===== src/sv/mef_pkg.sv =====
// Shared types and constants for the Mandelbrot escape-time block.
// No dependencies; imported by every other file of the block.
`timescale 1ns / 1ps
`default_nettype none

package mef_pkg;

  localparam int START_W = 10;
  localparam int ROUND_W = 3;
  localparam int ITER_W  = 12;
  localparam int SLOT_W  = 3;
  localparam int WORD_W  = 32;
  localparam int CFG_IDX_W = 2;

  // register indexes of the configuration port
  localparam logic [CFG_IDX_W-1:0] REG_MAX_ITER   = 2'd0;
  localparam logic [CFG_IDX_W-1:0] REG_REAL_BASE  = 2'd1;
  localparam logic [CFG_IDX_W-1:0] REG_IMAG_BASE  = 2'd2;
  localparam logic [CFG_IDX_W-1:0] REG_COORD_STEP = 2'd3;

  typedef struct packed {
    logic [START_W-1:0] chunk_start;
    logic [ROUND_W-1:0] round;
  } in_t;

  typedef struct packed {
    logic [ITER_W-1:0] iter_count;
    logic [SLOT_W-1:0] slot;
    logic              last;
  } out_t;

  typedef struct packed {
    logic [ITER_W-1:0] max_iter;
    logic [WORD_W-1:0] real_base;
    logic [WORD_W-1:0] imag_base;
    logic [WORD_W-1:0] coord_step;
  } cfg_t;

  // one request to the shared multiplier
  typedef struct packed {
    logic [WORD_W-1:0] a;
    logic [WORD_W-1:0] b;
    logic              frac;  // 1: shift product right by the fraction width
  } mul_req_t;

endpackage

`default_nettype wire


===== src/sv/mef_cfg.sv =====
// Configuration register bank for the escape-time block.
// Depends on mef_pkg (cfg_t, register indexes).
`timescale 1ns / 1ps
`default_nettype none

module mef_cfg import mef_pkg::*; #(
  parameter int COL_BITS  = 5,
  parameter int FRAC_BITS = 28
) (
  input  wire logic                 clk_i,
  input  wire logic                 rst_ni,
  input  wire logic                 cfg_we_i,
  input  wire logic [CFG_IDX_W-1:0] cfg_idx_i,
  input  wire logic [WORD_W-1:0]    cfg_data_i,
  output cfg_t                      cfg_o
);

  localparam logic [ITER_W-1:0] RST_MAX_ITER = ITER_W'(100);
  localparam logic [WORD_W-1:0] RST_REAL = WORD_W'(0) - (WORD_W'(3) << (FRAC_BITS - 1));
  localparam logic [WORD_W-1:0] RST_IMAG = WORD_W'(0) - (WORD_W'(1) << FRAC_BITS);
  localparam logic [WORD_W-1:0] RST_STEP = (WORD_W'(2) << FRAC_BITS) >> COL_BITS;

  cfg_t cfg_q;

  always_ff @(posedge clk_i or negedge rst_ni) begin
    if (!rst_ni) begin
      cfg_q.max_iter   <= RST_MAX_ITER;
      cfg_q.real_base  <= RST_REAL;
      cfg_q.imag_base  <= RST_IMAG;
      cfg_q.coord_step <= RST_STEP;
    end else if (cfg_we_i) begin
      case (cfg_idx_i)
        REG_MAX_ITER:   cfg_q.max_iter   <= cfg_data_i[ITER_W-1:0];
        REG_REAL_BASE:  cfg_q.real_base  <= cfg_data_i;
        REG_IMAG_BASE:  cfg_q.imag_base  <= cfg_data_i;
        REG_COORD_STEP: cfg_q.coord_step <= cfg_data_i;
        default: ;
      endcase
    end
  end

  assign cfg_o = cfg_q;

endmodule

`default_nettype wire


===== src/sv/mef_smul.sv =====
// Shared sign-magnitude multiplier with registered product.
// Depends on mef_pkg (mul_req_t). Result truncates toward zero.
`timescale 1ns / 1ps
`default_nettype none

module mef_smul import mef_pkg::*; #(
  parameter int FRAC_BITS = 28
) (
  input  wire logic              clk_i,
  input  wire mul_req_t          req_i,
  output logic [WORD_W-1:0]      prod_o
);

  logic [WORD_W-1:0]   mag_a, mag_b, res_d, prod_q;
  logic [2*WORD_W-1:0] full, shifted;
  logic                neg;

  always_comb begin
    // most negative value maps to 2^31, which the unsigned magnitude holds
    mag_a   = req_i.a[WORD_W-1] ? (WORD_W'(0) - req_i.a) : req_i.a;
    mag_b   = req_i.b[WORD_W-1] ? (WORD_W'(0) - req_i.b) : req_i.b;
    neg     = req_i.a[WORD_W-1] ^ req_i.b[WORD_W-1];
    full    = {{WORD_W{1'b0}}, mag_a} * {{WORD_W{1'b0}}, mag_b};
    shifted = req_i.frac ? (full >> FRAC_BITS) : full;
    res_d   = neg ? (WORD_W'(0) - shifted[WORD_W-1:0]) : shifted[WORD_W-1:0];
  end

  always_ff @(posedge clk_i) begin
    prod_q <= res_d;
  end

  assign prod_o = prod_q;

endmodule

`default_nettype wire


===== src/sv/mandelbrot_escape_fixed.sv =====
// Mandelbrot escape-time block: one transaction in, POINTS_PER_ITEM counts out.
// Per point: S_CR and S_CI form the coordinate, each iteration runs S_IT0..S_IT3
// through the one shared multiplier, a point ends at the limit check or the escape
// test, and S_OUT hands its count to the output register.
// Input stalls from acceptance until the last result is loaded in the output reg.
// Reset (async, active low) clears control state and restores register defaults.
`timescale 1ns / 1ps
`default_nettype none

module mandelbrot_escape_fixed import mef_pkg::*; #(
  parameter int POINTS_PER_ITEM = 8,
  parameter int COL_BITS        = 5,
  parameter int FRAC_BITS       = 28
) (
  input  wire logic                 clk_i,
  input  wire logic                 rst_ni,
  // configuration write port
  input  wire logic                 cfg_we_i,
  input  wire logic [CFG_IDX_W-1:0] cfg_idx_i,
  input  wire logic [WORD_W-1:0]    cfg_data_i,
  // input channel
  input  wire logic                 in_valid_i,
  output logic                      in_stall_o,
  input  wire in_t                  in_data_i,
  // output channel
  output logic                      out_valid_o,
  input  wire logic                 out_stall_i,
  output out_t                      out_data_o
);

  // point counter width
  localparam int PW = (POINTS_PER_ITEM > 1) ? $clog2(POINTS_PER_ITEM) : 1;
  // pixel index width: largest index is start max + last slot + points * round max
  localparam int IDX_MAX = (2 ** START_W - 1) + (POINTS_PER_ITEM - 1)
                           + POINTS_PER_ITEM * (2 ** ROUND_W - 1);
  localparam int IDX_RAW = $clog2(IDX_MAX + 1);
  localparam int IDX_W   = (IDX_RAW > COL_BITS) ? IDX_RAW : COL_BITS + 1;
  // escape threshold 4.0, held wide enough that it never wraps
  localparam logic signed [WORD_W+1:0] LIMIT = (WORD_W + 2)'(4) <<< FRAC_BITS;

  // sequencer states
  localparam logic [3:0] S_IDLE = 4'd0;
  localparam logic [3:0] S_CR   = 4'd1;  // col * step
  localparam logic [3:0] S_CI   = 4'd2;  // load cr, row * step
  localparam logic [3:0] S_CZ   = 4'd3;  // load ci, then as S_IT0
  localparam logic [3:0] S_IT0  = 4'd4;  // limit check, zr * zr
  localparam logic [3:0] S_IT1  = 4'd5;  // latch rr, zi * zi
  localparam logic [3:0] S_IT2  = 4'd6;  // escape test, new zr, zr * zi
  localparam logic [3:0] S_IT3  = 4'd7;  // new zi, count up
  localparam logic [3:0] S_OUT  = 4'd8;  // hand result to output register

  logic [3:0]          state_q, state_d;
  logic [START_W-1:0]  start_q;
  logic [ROUND_W-1:0]  round_q;
  logic [PW-1:0]       p_q;
  logic [ITER_W-1:0]   count_q;
  logic [WORD_W-1:0]   cr_q, ci_q, zr_q, zi_q, rr_q;
  logic                out_valid_q;
  out_t                out_q;

  cfg_t                cfg;
  mul_req_t            mreq;
  logic [WORD_W-1:0]   prod;

  logic [IDX_W-1:0]    idx;
  logic [WORD_W-1:0]   col_w, row_w, mag_sum;
  logic [WORD_W+1:0]   sum_ext;
  logic                in_acc, out_load, is_last, escaped;
  logic [6:0]          p_ext;

  mef_cfg #(
    .COL_BITS  (COL_BITS),
    .FRAC_BITS (FRAC_BITS)
  ) u_cfg (
    .clk_i      (clk_i),
    .rst_ni     (rst_ni),
    .cfg_we_i   (cfg_we_i),
    .cfg_idx_i  (cfg_idx_i),
    .cfg_data_i (cfg_data_i),
    .cfg_o      (cfg)
  );

  mef_smul #(
    .FRAC_BITS (FRAC_BITS)
  ) u_mul (
    .clk_i  (clk_i),
    .req_i  (mreq),
    .prod_o (prod)
  );

  assign in_stall_o = (state_q != S_IDLE);
  assign in_acc     = in_valid_i && !in_stall_o;

  // pixel index of the current slot and its column / row
  assign idx   = IDX_W'(start_q) + IDX_W'(p_q)
                 + IDX_W'(round_q) * IDX_W'(POINTS_PER_ITEM);
  assign col_w = WORD_W'(idx[COL_BITS-1:0]);
  assign row_w = WORD_W'(idx >> COL_BITS);

  assign is_last = (p_q == PW'(POINTS_PER_ITEM - 1));
  assign p_ext   = 7'(p_q);

  // |z|^2 from the wrapped 32-bit sum, read as signed
  assign mag_sum = rr_q + prod;
  assign sum_ext = {{2{mag_sum[WORD_W-1]}}, mag_sum};
  assign escaped = $signed(sum_ext) > LIMIT;

  // output register loads in S_OUT when empty or being drained
  assign out_load = (state_q == S_OUT) && (!out_valid_q || !out_stall_i);

  // multiplier operand selection
  always_comb begin
    mreq = '{a: zr_q, b: zr_q, frac: 1'b1};
    case (state_q)
      S_CR:  mreq = '{a: col_w, b: cfg.coord_step, frac: 1'b0};
      S_CI:  mreq = '{a: row_w, b: cfg.coord_step, frac: 1'b0};
      S_IT1: mreq = '{a: zi_q, b: zi_q, frac: 1'b1};
      S_IT2: mreq = '{a: zr_q, b: zi_q, frac: 1'b1};
      default: ;
    endcase
  end

  // next-state logic
  always_comb begin
    state_d = state_q;
    case (state_q)
      S_IDLE: if (in_acc) state_d = S_CR;
      S_CR:   state_d = S_CI;
      S_CI:   state_d = S_CZ;
      S_CZ, S_IT0: begin
        state_d = (count_q >= cfg.max_iter) ? S_OUT : S_IT1;
      end
      S_IT1:  state_d = S_IT2;
      S_IT2:  state_d = escaped ? S_OUT : S_IT3;
      S_IT3:  state_d = S_IT0;
      S_OUT: begin
        if (out_load) state_d = is_last ? S_IDLE : S_CR;
      end
      default: state_d = S_IDLE;
    endcase
  end

  always_ff @(posedge clk_i or negedge rst_ni) begin
    if (!rst_ni) begin
      state_q     <= S_IDLE;
      out_valid_q <= 1'b0;
    end else begin
      state_q     <= state_d;
      out_valid_q <= out_load || (out_valid_q && out_stall_i);
    end
  end

  // datapath registers
  always_ff @(posedge clk_i) begin
    case (state_q)
      S_IDLE: begin
        if (in_acc) begin
          start_q <= in_data_i.chunk_start;
          round_q <= in_data_i.round;
          p_q     <= '0;
        end
      end
      S_CR: count_q <= '0;
      S_CI: begin
        cr_q <= cfg.real_base + prod;
        zr_q <= cfg.real_base + prod;
      end
      S_CZ: begin
        ci_q <= cfg.imag_base + prod;
        zi_q <= cfg.imag_base + prod;
      end
      S_IT1: rr_q <= prod;
      S_IT2: begin
        if (!escaped) zr_q <= rr_q - prod + cr_q;
      end
      S_IT3: begin
        zi_q    <= {prod[WORD_W-2:0], 1'b0} + ci_q;
        count_q <= count_q + ITER_W'(1);
      end
      S_OUT: begin
        if (out_load) begin
          out_q.iter_count <= count_q;
          out_q.slot       <= p_ext[SLOT_W-1:0];
          out_q.last       <= is_last;
          if (!is_last) p_q <= p_q + PW'(1);
        end
      end
      default: ;
    endcase
  end

  assign out_valid_o = out_valid_q;
  assign out_data_o  = out_q;

endmodule

`default_nettype wire


===== config.mk =====
export PLATFORM = sky130hd
export DESIGN_NAME = mandelbrot_escape_fixed
export DESIGN_NICKNAME = d
export VERILOG_FILES = /design/src/sv/mef_pkg.sv /design/src/sv/mef_cfg.sv /design/src/sv/mef_smul.sv /design/src/sv/mandelbrot_escape_fixed.sv
export SDC_FILE = /design/constraint.sdc
export NUM_CORES = 2
export LEC_CHECK = 0
export ABC_AREA = 0
export BUFFER_PORTS_ARGS = -buffer_cell sky130_fd_sc_hd__buf_2
export CORE_ASPECT_RATIO = 1.2
export CORE_MARGIN = 2
export CORE_UTILIZATION = 45
export CTS_BUF_LIST = sky130_fd_sc_hd__clkbuf_8 sky130_fd_sc_hd__clkbuf_16
export DETAILED_ROUTE_END_ITERATION = 16
export SLEW_MARGIN = 15
export SYNTH_ARGS = -nofsm -noshare
export SYNTH_HDL_FRONTEND = slang
export SYNTH_SLANG_ARGS = --single-unit

===== constraint.sdc =====
create_clock -name clk_i -period 35 [get_ports clk_i]
set_input_delay 3.5 -clock clk_i [delete_from_list [all_inputs] [get_ports clk_i]]
set_output_delay 3.5 -clock clk_i [all_outputs]
set_load 0.05 [all_outputs]

==> metrics.md <==
| Metric | Value |
|---|---|
| Status | `finished, final reports clean` |
| Most frequent CP cell | `fa_1` |
| Drt via density | `5.63` |
| Syn_nets | `~7700` |
| FF+latch count, synth | `349` |
| # DRC | `0` |
| Clock transition at path regs | `0.07 ns` |
| Area grow syn2layout | `7.33%` |
| Initial Util | `between 40% and 50%` |
| Utilization after layout | `around half` |
| R2R setup slack | `just over 20 ns` |
| Final wirelength | `about 190 mm` |
| RR Startpoint | `state_q[0]` |
| Hold Path Stages | `2` |
| CP Capture Type | `flop` |
| Tot GR Track Use | `29.9%` |
| Gpl congestion | `about 1.0` |
| Required @ worst endpoint | `35.43 ns` |
| Hold endpoint | `u_cfg.cfg_o[101]` |
| Crit path kind | `reg -> reg` |
| Mapped Cells | `6274` |
| Area of the multi-input gates | `0.0425 mm²` |
| Horiz. Die Dim | `328 µm` |
| Worst hold path type | `reg -> reg` |
| CTS tree | `built` |
| GR Overflow Total | `0` |
| Ratio of cells with drive above 1 in the final layout | `under 10%` |
| Post-route ant nets | `0` |
| Critical Path AT | `15.31 ns` |
| DR WL/cell | `23.9 µm` |
| CP startpoint kind | `flop` |
| CTS Root Cell | `clkbuf_16` |
| Setup Buffers After CTS | `0` |
| Num CTS Buffers | `35` |
| Seq/Total Area, Yosys | `16.9%` |
| Synth cell types | `approximately 110` |
| Part of the cycle the worst path needs | `a little over two fifths` |
| Deepest clock path buffer count | `3` |
| Fin. Hold Viols | `0` |
| I/O pins | `70` |
| RSZ-0062 raised after global routing | `no` |
| Final min period | `14.89 ns` |
| Slowest CP cell | `and2_1` |
| Post-cts sizing count | `0` |
| EDFF count, synth | `204` |
| Worst Skew | `0.0204 ns` |
| Synth Flop Type | `edfxtp_1` |
| Max incr delay on CP | `0.92 ns` |
| CTS sink cnt | `349` |
| Worst setup margin | `approximately 20 ns` |
| Full die area | `around 0.13 mm²` |
| Commonest non-fill, non-tap cell in the layout | `inv_1` |
| Worst path bufs/invs | `3` |
| Row count | `142` |
| Chip height | `between 300 and 400 µm` |
| Final Slew Violations | `0` |
| Max Cap Viol | `0` |
| Synth Area per Inst | `~9 µm²` |
| Vias in the first global route | `between 40000 and 50000` |
| R2R depth | `35` |
| Final std cells w/o fill | `7943` |
| Sum Neg Setup Slack | `0 ns` |
| Ys async rst share | `roughly 32%` |
| Final setup vio count | `0` |
| Commonest non-fill, non-tap cells in the layout | `inv_1, fa_1, nand2_1` |
| Detailed-router iteration count before antenna repair | `8` |
| H-tree Lvls | `2` |
| Syn. warnings | `0` |
| Dpl cells | `7878` |
| Cell area after synthesis | `0.0568 mm²` |
| Slew HR | `19.7%` |
| Iteration-0 DRC Markers | `~3200` |
| Hold-fix buffers, CTS | `0` |
| FMAX | `0.0672 GHz` |
| Hold Startpoint | `u_cfg.cfg_o[101]` |
| CORE AREA | `0.125 mm²` |
| Top delay family on crit path | `simple AND/OR/NAND/NOR gates` |
| Worst-Skew Late Latency | `around 0.56 ns` |
| Vias | `44800` |
| FILL cells | `12000` |
| HPWL after detailed placement | `approximately 150 mm` |
| Antenna violations before repair | `4` |
| First-pass GRT wire length | `290 mm` |
| Fin nets | `7651` |
| Slew at the pin with the worst max-slew slack | `1.20 ns` |
| Placement Setup Slack | `20.33 ns` |
| R2r endpoint | `u_mul.prod_o[30]` |
| IO buf count | `69` |
| Sequential cell area | `0.00961 mm²` |
| Critical-path maximum fanout | `41` |
| Largest net degree at the start of global routing | `71` |
sequential cells by signal, indices dropped and copies added (netlist names), 4 cells and up:
name	count
out_data_o	16
zi_q	32
ci_q	32
state_q	4
zr_q	32
cr_q	32
start_q	10
rr_q	32
count_q	12
u_cfg.cfg_o	108
u_mul.prod_o	32
routing by layer:
layer | part of all wire, % | up-vias | track usage (%)
met5 | 0.0084 | - | 0
met4 | 5.9 | 2 | 14.9
met3 | 5.8 | 485 | 3.53
met2 | 50 | 1495 | 52.5
met1 | 39 | 22900 | 36.3
li1 | - | 19900 | -
final cells by class:
class,count,area share [%]
inverter,1136,7.00
antenna,2,0.00821
clock inverter,23,0.328
sequential,349,15.8
multi-input combinational,4539,69.7
tap,1656,3.40
clock buffer,40,1.61
timing repair buffer,198,2.16
cells in the mapped netlist (14+ instances only):
| master | count | area share, % |
|---|---|---|
| nor3b_1 | 14 | 0.19 |
| a22oi_1 | 33 | 0.44 |
| dfxtp_1 | 32 | 1.1 |
| o21a_1 | 36 | 0.48 |
| and2_1 | 42 | 0.46 |
| a21boi_0 | 20 | 0.26 |
| nor2_1 | 692 | 4.6 |
| or2_2 | 14 | 0.15 |
| a21o_1 | 81 | 1.1 |
| o21bai_1 | 24 | 0.32 |
| a21oi_1 | 208 | 1.8 |
| mux2i_1 | 22 | 0.39 |
| nand4_1 | 27 | 0.30 |
| ha_1 | 413 | 9.1 |
| nor3_1 | 50 | 0.44 |
| clkbuf_1 | 222 | 1.5 |
| o21ai_0 | 211 | 1.9 |
| edfxtp_1 | 204 | 11 |
| and3_1 | 48 | 0.53 |
| a211oi_1 | 23 | 0.30 |
| o211ai_1 | 20 | 0.26 |
| xnor2_1 | 194 | 3.0 |
| mux2_2 | 111 | 2.2 |
| nor2b_1 | 27 | 0.30 |
| nand2b_1 | 66 | 0.73 |
| dfrtp_1 | 101 | 4.5 |
| fa_1 | 927 | 33 |
| nand2_1 | 730 | 4.8 |
| o31ai_1 | 22 | 0.29 |
| or3_1 | 20 | 0.22 |
| nand3_1 | 75 | 0.66 |
| inv_1 | 1134 | 7.5 |
| xor2_1 | 131 | 2.0 |
| a31oi_1 | 34 | 0.37 |
worst reg2reg max path, delay by kind of cell (launching register included):
kind	cells	cell delay, ns
buffers and inverters	3	0.64
and+or+nand+nor	11	4.76
xor gates and xnor gates	3	1.62
DFF	1	0.65
AOI/OAI and AO/OA	8	2.40
adders and majority gates	10	4.69
how the worst max path moves through the flow:
stage / start / end / slack, ns / depth (start not counted)
3_3_place_gp: state_q[0] / u_mul.prod_o[30] / 20.61 / 38
4_1_cts: state_q[0] / u_mul.prod_o[30] / 20.28 / 35
5_1_grt: state_q[0] / u_mul.prod_o[28] / 19.38 / 40
3_5_place_dp: state_q[0] / u_mul.prod_o[30] / 20.33 / 36
2_1_floorplan: state_q[3] / u_mul.prod_o[30] / 22.76 / 43
6_report: state_q[0] / u_mul.prod_o[30] / 20.11 / 35
per-stage QoR:
step           cell area [µm²]  hold WS, ns
4_1_cts                  60900        0.516
6_report                 61000        0.510
5_1_grt                  61000        0.529
2_1_floorplan            56800        0.461
3_5_place_dp             59800        0.500
3_3_place_gp             59800        0.486
cell families after synthesis:
| family | Yosys count | synth area share, % |
|---|---|---|
| and+or+nand+nor | 1866 | 14.3 |
| buffers and inverters | 1386 | 9.24 |
| adders and majority gates | 1340 | 41.8 |
| AOI/OAI and AO/OA | 871 | 10.0 |
| DFF | 349 | 16.9 |
| xor gates and xnor gates | 329 | 5.14 |
| muxes | 133 | 2.59 |
Power is not shown: default switching activity piles up to over one toggle a cycle in this logic, so the estimate is an artifact.
